File: src/hdl/bdfg_pkg.sv
// Package: shared constants, job record and helper functions for the battery display generator.
`timescale 1ns / 1ps
package bdfg_pkg;

    localparam logic [7:0] HDR_BYTE   = 8'hC5;
    localparam logic [7:0] CMD_SWITCH = 8'h01;
    localparam logic [7:0] CMD_DIGITS = 8'h02;
    localparam logic [7:0] CMD_MARKS  = 8'h03;
    localparam logic [7:0] SWITCH_ON  = 8'h01;

    localparam logic [1:0] MODE_NORMAL  = 2'd0;
    localparam logic [1:0] MODE_WARNING = 2'd1;
    localparam logic [1:0] MODE_TESTING = 2'd2;

    localparam logic       REG_DISPLAY_MODE  = 1'b0;
    localparam logic       REG_TOGGLE_PERIOD = 1'b1;

    localparam logic [1:0] DISPLAY_MODE_RESET  = MODE_NORMAL;
    localparam logic [7:0] TOGGLE_PERIOD_RESET = 8'd10;

    localparam logic [7:0]  PCT_LIMIT   = 8'd100;
    localparam logic [15:0] VOLT_LIMIT  = 16'd600;
    localparam logic [7:0]  BAR_DIV     = 8'd13;
    localparam logic [3:0]  BAR_MAX     = 4'd8;
    localparam logic [3:0]  DIGIT_ALL   = 4'd8;

    localparam logic [17:0] MARKS_ALL     = 18'h3FFFF;
    localparam logic [17:0] MARK_BATTERY  = 18'h04000;
    localparam logic [17:0] MARK_PERCENT  = 18'h00020;
    localparam logic [17:0] MARK_VOLT     = 18'h00010;
    localparam logic [17:0] MARK_DECIMAL  = 18'h10000;

    localparam int QUEUE_DEPTH_DEF = 2;
    localparam int FRAME_BYTES     = 16;

    typedef struct packed {
        logic [3:0]  d0;
        logic [3:0]  d1;
        logic [3:0]  d2;
        logic [17:0] marks;
    } job_t;

    // Three decimal digits of a value no larger than 999.
    function automatic logic [11:0] to_digits(input logic [9:0] v);
        logic [3:0] h;
        logic [3:0] t;
        logic [9:0] r;
        logic [9:0] o;
        h = 4'd0;
        t = 4'd0;
        for (int k = 1; k <= 9; k++) begin
            if (v >= 10'(k * 100))
                h = 4'(k);
        end
        r = v - 10'(h) * 10'd100;
        for (int k = 1; k <= 9; k++) begin
            if (r >= 10'(k * 10))
                t = 4'(k);
        end
        o = r - 10'(t) * 10'd10;
        return {h, t, o[3:0]};
    endfunction

    // pct / 13 + 1, capped at 8.
    function automatic logic [3:0] bar_step(input logic [7:0] pct);
        logic [3:0] s;
        s = 4'd1;
        for (int k = 1; k < 8; k++) begin
            if (pct >= 8'(k * BAR_DIV))
                s = 4'(k + 1);
        end
        return s;
    endfunction

    function automatic logic [17:0] bar_marks(input logic [3:0] step);
        logic [7:0] seg;
        seg = 8'((9'd1 << step) - 9'd1);
        return MARK_BATTERY | (18'(seg) << 6);
    endfunction

endpackage

File: src/hdl/bdfg_if.sv
// Interfaces: tick input channel and serial byte output channel.
`timescale 1ns / 1ps
interface bdfg_tick_if;
    logic        valid;
    logic        ready;
    logic [7:0]  charge_percent;
    logic [15:0] volt_tenths;
    logic        charging;

    modport source (output valid, charge_percent, volt_tenths, charging, input ready);
    modport sink   (input valid, charge_percent, volt_tenths, charging, output ready);
endinterface

interface bdfg_byte_if;
    logic       valid;
    logic       ready;
    logic [7:0] tx_byte;
    logic       frame_end;
    logic       last;

    modport source (output valid, tx_byte, frame_end, last, input ready);
    modport sink   (input valid, tx_byte, frame_end, last, output ready);
endinterface

File: src/hdl/bdfg_front.sv
// Front end: config registers, per-tick state update and job classification.
`timescale 1ns / 1ps
module bdfg_front
    import bdfg_pkg::*;
(
    input  logic        clk,
    input  logic        rst_n,
    input  logic        cfg_we,
    input  logic        cfg_index,
    input  logic [7:0]  cfg_data,
    bdfg_tick_if.sink   tick,
    input  logic        job_ready,
    output logic        job_valid,
    output job_t        job
);

    logic [1:0] display_mode_reg;
    logic [7:0] toggle_period_reg;
    logic [7:0] alt_counter_reg, alt_counter_next;
    logic       show_percent_reg, show_percent_next;
    logic [3:0] anim_step_reg, anim_step_next;

    logic        accept;
    logic        normal;
    logic [7:0]  alt_inc;
    logic [3:0]  step;
    logic [3:0]  anim_inc;
    logic [3:0]  shown_step;
    logic        over;
    logic [9:0]  value;
    logic [11:0] digits;
    logic [17:0] marks;

    assign tick.ready = job_ready;
    assign accept     = tick.valid && tick.ready;
    assign normal     = (display_mode_reg == MODE_NORMAL);

    always_comb
    begin
        alt_inc           = alt_counter_reg + 8'd1;
        alt_counter_next  = alt_inc;
        show_percent_next = show_percent_reg;
        if (alt_inc >= toggle_period_reg)
        begin
            alt_counter_next  = 8'd0;
            show_percent_next = !show_percent_reg;
        end

        step           = bar_step(tick.charge_percent);
        anim_inc       = anim_step_reg + 4'd1;
        anim_step_next = anim_step_reg;
        shown_step     = step;
        if (tick.charging)
        begin
            anim_step_next = (anim_inc > step) ? 4'd0 : anim_inc;
            shown_step     = anim_step_next;
        end

        if (show_percent_next)
        begin
            over  = tick.charge_percent > PCT_LIMIT;
            value = 10'(tick.charge_percent);
            marks = bar_marks(shown_step) | MARK_PERCENT;
        end
        else
        begin
            over  = tick.volt_tenths > VOLT_LIMIT;
            value = tick.volt_tenths[9:0];
            marks = bar_marks(shown_step) | MARK_VOLT | MARK_DECIMAL;
        end
        digits = to_digits(value);

        job = '{d0: digits[11:8], d1: digits[7:4], d2: digits[3:0], marks: marks};
        if (over)
        begin
            job.d0 = DIGIT_ALL;
            job.d1 = DIGIT_ALL;
            job.d2 = DIGIT_ALL;
        end
        if (display_mode_reg == MODE_TESTING)
            job = '{d0: DIGIT_ALL, d1: DIGIT_ALL, d2: DIGIT_ALL, marks: MARKS_ALL};
    end

    assign job_valid = tick.valid &&
                       (display_mode_reg == MODE_NORMAL || display_mode_reg == MODE_TESTING);

    always_ff @(posedge clk or negedge rst_n)
    begin
        if (!rst_n)
        begin
            display_mode_reg  <= DISPLAY_MODE_RESET;
            toggle_period_reg <= TOGGLE_PERIOD_RESET;
            alt_counter_reg   <= '0;
            show_percent_reg  <= 1'b0;
            anim_step_reg     <= '0;
        end
        else
        begin
            if (cfg_we && cfg_index == REG_DISPLAY_MODE)
                display_mode_reg <= cfg_data[1:0];
            if (cfg_we && cfg_index == REG_TOGGLE_PERIOD)
                toggle_period_reg <= cfg_data;
            if (accept && normal)
            begin
                alt_counter_reg  <= alt_counter_next;
                show_percent_reg <= show_percent_next;
                anim_step_reg    <= anim_step_next;
            end
        end
    end

endmodule

File: src/hdl/bdfg_queue.sv
// Job queue between front and back end.
`timescale 1ns / 1ps
module bdfg_queue
    import bdfg_pkg::*;
#(
    parameter int DEPTH = QUEUE_DEPTH_DEF
)
(
    input  logic clk,
    input  logic rst_n,
    input  logic push,
    input  job_t push_job,
    output logic not_full,
    input  logic pop,
    output logic not_empty,
    output job_t head
);

    localparam int PW = (DEPTH > 1) ? $clog2(DEPTH) : 1;
    localparam int CW = $clog2(DEPTH + 1);

    job_t          store [DEPTH];
    logic [PW-1:0] wr_ptr_reg, rd_ptr_reg;
    logic [CW-1:0] count_reg;

    assign not_full  = (count_reg != CW'(DEPTH));
    assign not_empty = (count_reg != '0);
    assign head      = store[rd_ptr_reg];

    always_ff @(posedge clk)
    begin
        if (push)
            store[wr_ptr_reg] <= push_job;
    end

    always_ff @(posedge clk or negedge rst_n)
    begin
        if (!rst_n)
        begin
            wr_ptr_reg <= '0;
            rd_ptr_reg <= '0;
            count_reg  <= '0;
        end
        else
        begin
            if (push)
                wr_ptr_reg <= (wr_ptr_reg == PW'(DEPTH - 1)) ? '0 : wr_ptr_reg + PW'(1);
            if (pop)
                rd_ptr_reg <= (rd_ptr_reg == PW'(DEPTH - 1)) ? '0 : rd_ptr_reg + PW'(1);
            if (push && !pop)
                count_reg <= count_reg + CW'(1);
            else if (pop && !push)
                count_reg <= count_reg - CW'(1);
        end
    end

endmodule

File: src/hdl/bdfg_back.sv
// Back end: walks one job into sixteen frame bytes behind an output register.
`timescale 1ns / 1ps
module bdfg_back
    import bdfg_pkg::*;
(
    input  logic        clk,
    input  logic        rst_n,
    input  logic        job_valid,
    input  job_t        job,
    output logic        job_pop,
    bdfg_byte_if.source tx
);

    localparam int IW = $clog2(FRAME_BYTES);

    logic [IW-1:0] idx_reg;
    logic          out_valid_reg;
    logic [7:0]    tx_byte_reg;
    logic          frame_end_reg;
    logic          last_reg;

    logic       load;
    logic [7:0] b0, b1, b2;
    logic [7:0] digit_sum, marks_sum;
    logic [7:0] byte_sel;
    logic       end_sel;

    assign load    = job_valid && (!out_valid_reg || tx.ready);
    assign job_pop = load && (idx_reg == IW'(FRAME_BYTES - 1));

    assign b0 = job.marks[7:0];
    assign b1 = job.marks[15:8];
    assign b2 = 8'(job.marks[17:16]);
    assign digit_sum = CMD_DIGITS + 8'(job.d0) + 8'(job.d1) + 8'(job.d2);
    assign marks_sum = CMD_MARKS + b0 + b1 + b2;

    always_comb
    begin
        end_sel = 1'b0;
        case (idx_reg)
            4'd0:    byte_sel = HDR_BYTE;
            4'd1:    byte_sel = CMD_SWITCH;
            4'd2:    byte_sel = SWITCH_ON;
            4'd3:
            begin
                byte_sel = CMD_SWITCH + SWITCH_ON;
                end_sel  = 1'b1;
            end
            4'd4:    byte_sel = HDR_BYTE;
            4'd5:    byte_sel = CMD_DIGITS;
            4'd6:    byte_sel = 8'(job.d0);
            4'd7:    byte_sel = 8'(job.d1);
            4'd8:    byte_sel = 8'(job.d2);
            4'd9:
            begin
                byte_sel = digit_sum;
                end_sel  = 1'b1;
            end
            4'd10:   byte_sel = HDR_BYTE;
            4'd11:   byte_sel = CMD_MARKS;
            4'd12:   byte_sel = b0;
            4'd13:   byte_sel = b1;
            4'd14:   byte_sel = b2;
            default:
            begin
                byte_sel = marks_sum;
                end_sel  = 1'b1;
            end
        endcase
    end

    always_ff @(posedge clk)
    begin
        if (load)
        begin
            tx_byte_reg   <= byte_sel;
            frame_end_reg <= end_sel;
            last_reg      <= (idx_reg == IW'(FRAME_BYTES - 1));
        end
    end

    always_ff @(posedge clk or negedge rst_n)
    begin
        if (!rst_n)
        begin
            idx_reg       <= '0;
            out_valid_reg <= 1'b0;
        end
        else
        begin
            if (load)
            begin
                idx_reg       <= idx_reg + IW'(1);
                out_valid_reg <= 1'b1;
            end
            else if (tx.ready)
                out_valid_reg <= 1'b0;
        end
    end

    assign tx.valid     = out_valid_reg;
    assign tx.tx_byte   = tx_byte_reg;
    assign tx.frame_end = frame_end_reg;
    assign tx.last      = last_reg;

    a_last_closes_frame: assert property (@(posedge clk) disable iff (!rst_n)
        tx.valid && tx.last |-> tx.frame_end)
        else $error("last byte does not close a frame");

    a_tick_starts_hdr: assert property (@(posedge clk) disable iff (!rst_n)
        load && idx_reg == '0 |=> tx_byte_reg == HDR_BYTE && !last_reg)
        else $error("tick does not start with a header");

    a_pop_on_last: assert property (@(posedge clk) disable iff (!rst_n)
        job_pop |=> tx.valid && tx.last && idx_reg == '0)
        else $error("job released before its final byte");

endmodule

File: src/hdl/battery_display_frame_generator_top.sv
// Top level of the battery display frame generator.
//
//  channel  dir  payload                                      transfer
//  tick     in   charge_percent[7:0] volt_tenths[15:0] charging  valid & ready
//  tx       out  tx_byte[7:0] frame_end last                  valid & ready
//  cfg      in   cfg_index[0] cfg_data[7:0]                   cfg_we
//
// A normal or testing tick yields 16 bytes; the back end byte sequencer sends them
// one per cycle while the output is ready. A warning tick is taken while the queue
// has room and yields nothing. The front takes a tick while the queue has room, so
// QUEUE_DEPTH - 1 ticks can wait while one is sent. Output stalls hold the output
// register and back up through the queue. Reset is asynchronous, no clearing pass.
`timescale 1ns / 1ps
module battery_display_frame_generator_top
    import bdfg_pkg::*;
#(
    parameter int QUEUE_DEPTH = QUEUE_DEPTH_DEF
)
(
    input  logic        clk,
    input  logic        rst_n,
    input  logic        cfg_we,
    input  logic        cfg_index,
    input  logic [7:0]  cfg_data,
    bdfg_tick_if.sink   tick,
    bdfg_byte_if.source tx
);

    logic job_valid;
    logic push;
    logic not_full;
    logic not_empty;
    logic pop;
    job_t job_in;
    job_t job_head;

    bdfg_front u_front (
        .clk       (clk),
        .rst_n     (rst_n),
        .cfg_we    (cfg_we),
        .cfg_index (cfg_index),
        .cfg_data  (cfg_data),
        .tick      (tick),
        .job_ready (not_full),
        .job_valid (job_valid),
        .job       (job_in)
    );

    assign push = job_valid && not_full;

    bdfg_queue #(
        .DEPTH (QUEUE_DEPTH)
    ) u_queue (
        .clk       (clk),
        .rst_n     (rst_n),
        .push      (push),
        .push_job  (job_in),
        .not_full  (not_full),
        .pop       (pop),
        .not_empty (not_empty),
        .head      (job_head)
    );

    bdfg_back u_back (
        .clk       (clk),
        .rst_n     (rst_n),
        .job_valid (not_empty),
        .job       (job_head),
        .job_pop   (pop),
        .tx        (tx)
    );

endmodule
File: src/flat_wrapper.sv
// flat-port wrapper written by rule: the top's interface ports become plain ports
module battery_display_frame_generator_top_flat import bdfg_pkg::*;
#(
    parameter int QUEUE_DEPTH = QUEUE_DEPTH_DEF
)
  (clk, rst_n, cfg_we, cfg_index, cfg_data, tick_valid, tick_charge_percent, tick_volt_tenths, tick_charging, tick_ready, tx_valid, tx_tx_byte, tx_frame_end, tx_last, tx_ready);
  bdfg_tick_if tick_i ();
  bdfg_byte_if tx_i ();
  input  logic clk;
  input  logic rst_n;
  input  logic cfg_we;
  input  logic cfg_index;
  input  logic [7:0] cfg_data;
  input wire logic [$bits(tick_i.valid)-1:0] tick_valid;
  input wire logic [$bits(tick_i.charge_percent)-1:0] tick_charge_percent;
  input wire logic [$bits(tick_i.volt_tenths)-1:0] tick_volt_tenths;
  input wire logic [$bits(tick_i.charging)-1:0] tick_charging;
  output wire logic [$bits(tick_i.ready)-1:0] tick_ready;
  output wire logic [$bits(tx_i.valid)-1:0] tx_valid;
  output wire logic [$bits(tx_i.tx_byte)-1:0] tx_tx_byte;
  output wire logic [$bits(tx_i.frame_end)-1:0] tx_frame_end;
  output wire logic [$bits(tx_i.last)-1:0] tx_last;
  input wire logic [$bits(tx_i.ready)-1:0] tx_ready;
  assign tick_i.valid = tick_valid;
  assign tick_i.charge_percent = tick_charge_percent;
  assign tick_i.volt_tenths = tick_volt_tenths;
  assign tick_i.charging = tick_charging;
  assign tick_ready = tick_i.ready;
  assign tx_valid = tx_i.valid;
  assign tx_tx_byte = tx_i.tx_byte;
  assign tx_frame_end = tx_i.frame_end;
  assign tx_last = tx_i.last;
  assign tx_i.ready = tx_ready;
  battery_display_frame_generator_top #(.QUEUE_DEPTH(QUEUE_DEPTH)) u_core (.clk(clk), .rst_n(rst_n), .cfg_we(cfg_we), .cfg_index(cfg_index), .cfg_data(cfg_data), .tick(tick_i), .tx(tx_i));
endmodule
File: config.mk
export PLATFORM = sky130hd
export DESIGN_NAME = battery_display_frame_generator_top_flat
export DESIGN_NICKNAME = d
export VERILOG_FILES = /design/src/hdl/bdfg_pkg.sv /design/src/hdl/bdfg_if.sv /design/src/hdl/bdfg_front.sv /design/src/hdl/bdfg_queue.sv /design/src/hdl/bdfg_back.sv /design/src/hdl/battery_display_frame_generator_top.sv /design/src/flat_wrapper.sv
export SDC_FILE = /design/constraint.sdc
export NUM_CORES = 1
export LEC_CHECK = 0
export BUFFER_PORTS_ARGS = -buffer_cell sky130_fd_sc_hd__buf_2
export CAP_MARGIN = 20
export CORE_ASPECT_RATIO = 1.2
export CORE_MARGIN = 1
export CORE_UTILIZATION = 55
export CTS_CLUSTER_DIAMETER = 80
export DETAILED_ROUTE_END_ITERATION = 10
export GPL_ROUTABILITY_DRIVEN = 0
export PLACE_DENSITY = 0.87
export SLEW_MARGIN = 20
export SYNTH_ARGS = -nofsm -noshare
export SYNTH_HDL_FRONTEND = slang
export SYNTH_HIERARCHICAL = 1
export SYNTH_SLANG_ARGS = --single-unit
File: constraint.sdc
create_clock -name clk -period 7.4 [get_ports clk]
set_clock_uncertainty 0.2 [all_clocks]
set_input_delay 0.74 -clock clk [delete_from_list [all_inputs] [get_ports clk]]
set_output_delay 0.74 -clock clk [all_outputs]
set_load 0.01 [all_outputs]
* Word-level counts from Yosys, hierarchy flattened
Memory sizes are Yosys's and may differ from the RTL's. Index checks and enable logic that the tools add are counted.
Cells by class: bitwise operators 1, reductions and logical operators 26, shifts and indexed selects 1, order comparisons 29, eq/ne operators 17, multipliers 2, mux-type cells 44, add/sub/neg operators 16
Operators with widths (number):
- $pmux W8 S11 | 1
- $mux W4 | 19
- $ge A10 B10 Y1 const B | 4
- $ge A10 B7 Y1 const B | 4
- $eq A4 B4 Y1 const B | 8
- $ge A10 B6 Y1 const B | 3
- $ge A10 B9 Y1 const B | 3
- $mux W30 | 1
- $ge A8 B7 Y1 const B | 3
- $ge A10 B5 Y1 const B | 2
- $mux W17 | 1
- $eq A4 B3 Y1 const B | 4
- $ge A8 B6 Y1 const B | 2
- $gt A16 B10 Y1 const B | 1
- $reduce_or A13 Y1 | 1
- $mux W12 | 1
- $mux W3 | 4
- $mux W1 | 11
- $ge A10 B4 Y1 const B | 1
- $ge A10 B8 Y1 const B | 1
- $logic_and A1 B1 Y1 | 10
- $mux W10 | 1
- $sub A10 B10 Y10 | 1
- $add A2 B8 Y8 const A | 1
- 35 further kinds | 48
Word-level totals: bits of input ports 39, memories 1, flip-flop bits (word level) 42, memory bits (writable) 60, logic and storage cells 150, output and inout port bits 12
Memories:
- u_core.u_queue.store | words 2, bits a word 30, read ports 1, clocked after Yosys merged registers in 0, wr ports 1, RTL line bdfg_queue.sv:22 | job_t store [DEPTH];

* Longest topological paths before layout
word-level depth 30, depth in mapped cells 35

* By module
Netlist, hierarchy kept.
Modules (own cells, without submodules):
- bdfg_front | times used 1, sequential area each 578.1 µm², area each 3548.4 µm², cells an instance 474
- bdfg_queue | times used 1, sequential area each 1901.8 µm², area each 2362.3 µm², cells an instance 109
- bdfg_back | times used 1, sequential area each 425.4 µm², area each 1726.7 µm², cells an instance 190
- battery_display_frame_generator_top | times used 1, sequential area each 0.0 µm², area each 6.3 µm², cells an instance 1

* Worst setup path before layout
OpenSTA, ideal clock, no wires.
path type register to register, start point register u_core.u_front.alt_counter_reg[0], end point memory u_core/u_queue/store[0][21] (netlist name) (data pin), setup slack 292 ps, data required time 6929 ps, arrival time 6637 ps, period minus slack after synthesis 7108 ps, stages on the path, launching flop included 36, cell sequence dfrtp_1 and3_1 and3_1 and3_1 xor2_1 ha_1 nand4_2 nand2b_1 o32a_2 nand3_2 clkbuf_1 a221oi_1 a211o_1 inv_1 ha_1 ha_1 inv_1 ha_1 inv_1 nor2_1 nand2_1 a31oi_1 a311oi_4 o2111ai_1 o311ai_1 mux2_4 nand2_1 or4b_4 ha_1 inv_1 fa_1 nand2_1 o32a_1 o211a_1 a211oi_1 a31oi_1
RTL lines:
- start: declaration | RTL line bdfg_front.sv:19 | logic [7:0] alt_counter_reg, alt_counter_next;
- start signal: assignment | RTL line bdfg_front.sv:105 | alt_counter_reg <= alt_counter_next;
- end: declaration | RTL line bdfg_queue.sv:22

==> impl_metrics.json <==
{
  "status": "complete, no violations",
  "synth_warnings": 6,
  "detailed_place_hpwl_um": 11700,
  "std_cell_rows": 46,
  "dr.pass1.iters": 5,
  "post_dp_cell_area_um2": 7910,
  "synth.avg_cell_area_um2": 9.88,
  "cts_buffers": 9,
  "fin_crit_sh_pct": 96.9,
  "hold_class": "in2async",
  "muxShareOfSynthArea_pct": 7.38,
  "track_usage_pct": 23.1,
  "drcViolationCount": 0,
  "avgViaCountPerCell": 6.15,
  "synthCells": 774,
  "setup_viol": 0,
  "die_w_um": 110,
  "r2r_end": "u_core/u_queue/store[1][21]$_DFFE_PP_",
  "drt-total-wl_um": 16500,
  "synth_edf_count": 70,
  "clk_latency_ns": 0.35,
  "synth_cell_types": 89,
  "crit_path_max_fanout": 7,
  "numPortBuffers": 50,
  "drv_slew": 0,
  "largest-register": "u_core/u_queue/store",
  "ys.flop_type": "edfxtp_1",
  "finalHoldViolations": 0,
  "instances_no_fill": 978,
  "n_antenna_cell": 0,
  "finalSetupTns_ns": 0,
  "required_ns": 7.28,
  "cp_common_cell": "ha_1",
  "grt_overflow": 0,
  "areaGrowthSynthToFinish_pct": 9.95,
  "drt_iter0_drc": 413,
  "start_util_pct": 57.0,
  "yosys.area_share.simple_pct": 15.0,
  "r2r_start": "u_core/u_front/alt_counter_reg[0]$_DFFE_PN0P_",
  "grt_max_degree": 33,
  "largest_reg_flops": 60,
  "cpMaxStageDelayCell": "or4b_4",
  "cts_max_level": 3,
  "wire_per_inst_um": 16.8,
  "tritoncts": "yes",
  "cp.arrival_ns": 7.05,
  "finalCriticalPeriod_ns": 7.17,
  "ant_nets": 0,
  "relSlewSlack_pct": 40.8,
  "coreArea_um2": 13400,
  "synth_area_um2": 7640,
  "via_count": 6010,
  "cts_sinks": 102,
  "finalInstanceArea_um2": 8400,
  "ctsLongestPathBuffers": 2,
  "nNetsFinal": 908,
  "ys_ff_latch": 102,
  "max_stage_delay_ns": 0.51,
  "drv_cap": 0,
  "path_clk_slew_ns": 0.07,
  "synth_nets": 877,
  "io_pins": 51,
  "fmax_mhz": 139,
  "worst_slew_pin_slew_ns": 0.876,
  "layout-drive-gt1-share_pct": 22.1,
  "die-area_um2": 14400,
  "r2r_cells": 34,
  "synth-compound-area-share_pct": 17.6,
  "worstSetupPathType": "reg2reg",
  "root_buffer": "clkbuf_16",
  "cts_hold_buf": 0,
  "first_global_vias": 5621,
  "rrSetupSlack_ns": 0.23,
  "synth_xor_area_share_pct": 4.58,
  "crit_path_start_kind": "register",
  "synthArstFlopShare_pct": 31.4,
  "grt_antenna_before_repair": 0,
  "end_kind": "register",
  "post-route-util_pct": 62.7,
  "synth_fa_ha_area_share_pct": 11.6,
  "grt_pass1_wl_um": 26200,
  "synth_top_family_by_area": "compound AO/OA/AOI/OAI gates",
  "ys_seq_area_share_pct": 38.0,
  "die_h_um": 131,
  "dp.cells": 955
}
layer usage:
layer | vias up | routed length (µm) | track usage, %
met5 | - | 0 | 0
met4 | 0 | 419 | 8.07
met3 | 38 | 812 | 3.57
met2 | 216 | 8480 | 39.0
met1 | 2874 | 6770 | 29.8
li1 | 2882 | - | -
metrics by stage:
| step | setup WS [ns] | hold WS [ns] |
|---|---|---|
| CTS | 0.0643 | 0.266 |
| floorplan | 0.292 | 0.244 |
| global route | -0.0604 | 0.295 |
| detailed placement | -0.0266 | 0.289 |
| global placement | 0.158 | 0.271 |
| finish | 0.227 | 0.237 |
synth_stat cells, types with 4 or more instances:
master / count / area share, %
a21o_1: 8 / 0.79
and2_1: 7 / 0.57
o211ai_1: 5 / 0.49
o31ai_1: 9 / 0.88
fa_1: 9 / 2.4
o21ai_1: 9 / 0.59
o2111ai_1: 5 / 0.57
inv_1: 50 / 2.5
nand4_1: 6 / 0.49
dfrtp_1: 30 / 9.8
nand2b_1: 16 / 1.3
xor2_1: 16 / 1.8
or3_1: 6 / 0.49
o21ai_0: 27 / 1.8
o21a_1: 4 / 0.39
xnor2_1: 24 / 2.8
a21boi_0: 5 / 0.49
a211o_1: 6 / 0.69
buf_2: 7 / 0.46
nor3_1: 8 / 0.52
nand3_1: 22 / 1.4
and3_1: 6 / 0.49
buf_4: 8 / 0.79
clkbuf_1: 23 / 1.1
buf_6: 6 / 0.88
a22oi_1: 5 / 0.49
o21bai_1: 4 / 0.39
nor2b_1: 9 / 0.74
mux2_2: 42 / 6.2
nand2_1: 90 / 4.4
mux2i_1: 4 / 0.52
a31oi_1: 13 / 1.1
a21oi_1: 40 / 2.6
a211oi_1: 8 / 0.79
nor2_1: 39 / 1.9
ha_1: 55 / 9.0
edfxtp_1: 70 / 28
what timing repair did:
item	4_1_cts	5_1_grt
hold endpoints to repair	0	0
pin swaps	1	7
resized for setup	2	31
setup buffers	0	7
endpoints found under the setup margin	2	4
layout by cell type (no fill, tap or decap), drive strengths merged, types with 23 or more instances in the layout:
cell / n
nor2: 39
buf: 65
nand3: 23
xnor2: 24
o21ai: 36
mux2: 43
a21oi: 42
ha: 55
nand2: 92
inv: 52
edfxtp: 70
dfrtp: 30
cells by family (layout without fill, tap and decap cells):
logic type,count (synthesis),after routing
AOI/OAI and AO/OA,187,187
xor gates and xnor gates,40,40
adders and majority gates,66,66
buffers and inverters,96,132
DFF,102,102
muxes,49,49
other,1,1
and+or+nand+nor,233,233
cell type report:
| class | count | area [µm²] |
|---|---|---|
| well taps | 168 | 210 |
| inverters | 51 | 191 |
| clock inverters | 6 | 45.0 |
| flip-flops and latches | 102 | 2910 |
| repair buffers | 65 | 363 |
| fillers | 1025 | 5010 |
| clock buffers | 10 | 239 |
| multi-input cells | 576 | 4450 |
worst max-delay path, delay by kind of cell, from the launching register on:
family,cells,cell delay [ns]
flops,1,0.44
compound gates,10,2.16
mux,1,0.23
simple gates,12,1.91
fa+ha+maj,6,1.49
xor+xnor,1,0.16
buf+inv,4,0.29
worst max path at each step:
stage	startpoint	end	slack [ns]	cells past startpoint
finish	u_core/u_front/alt_counter_reg[0]$_DFFE_PN0P_	u_core/u_queue/store[1][21]$_DFFE_PP_	0.23	34
global route	u_core/u_front/alt_counter_reg[0]$_DFFE_PN0P_	u_core/u_queue/store[1][21]$_DFFE_PP_	-0.06	34
CTS	u_core/u_front/alt_counter_reg[0]$_DFFE_PN0P_	u_core/u_queue/store[1][21]$_DFFE_PP_	0.06	34
detailed placement	u_core/u_front/alt_counter_reg[0]$_DFFE_PN0P_	u_core/u_queue/store[0][21]$_DFFE_PP_	-0.03	33
global placement	u_core/u_front/alt_counter_reg[0]$_DFFE_PN0P_	u_core/u_queue/store[0][21]$_DFFE_PP_	0.16	33
floorplan	u_core/u_front/alt_counter_reg[0]$_DFFE_PN0P_	u_core/u_queue/store[0][21]$_DFFE_PP_	0.29	35
Power is not shown: default switching activity piles up to over one toggle a cycle in this logic, so the estimate is an artifact.
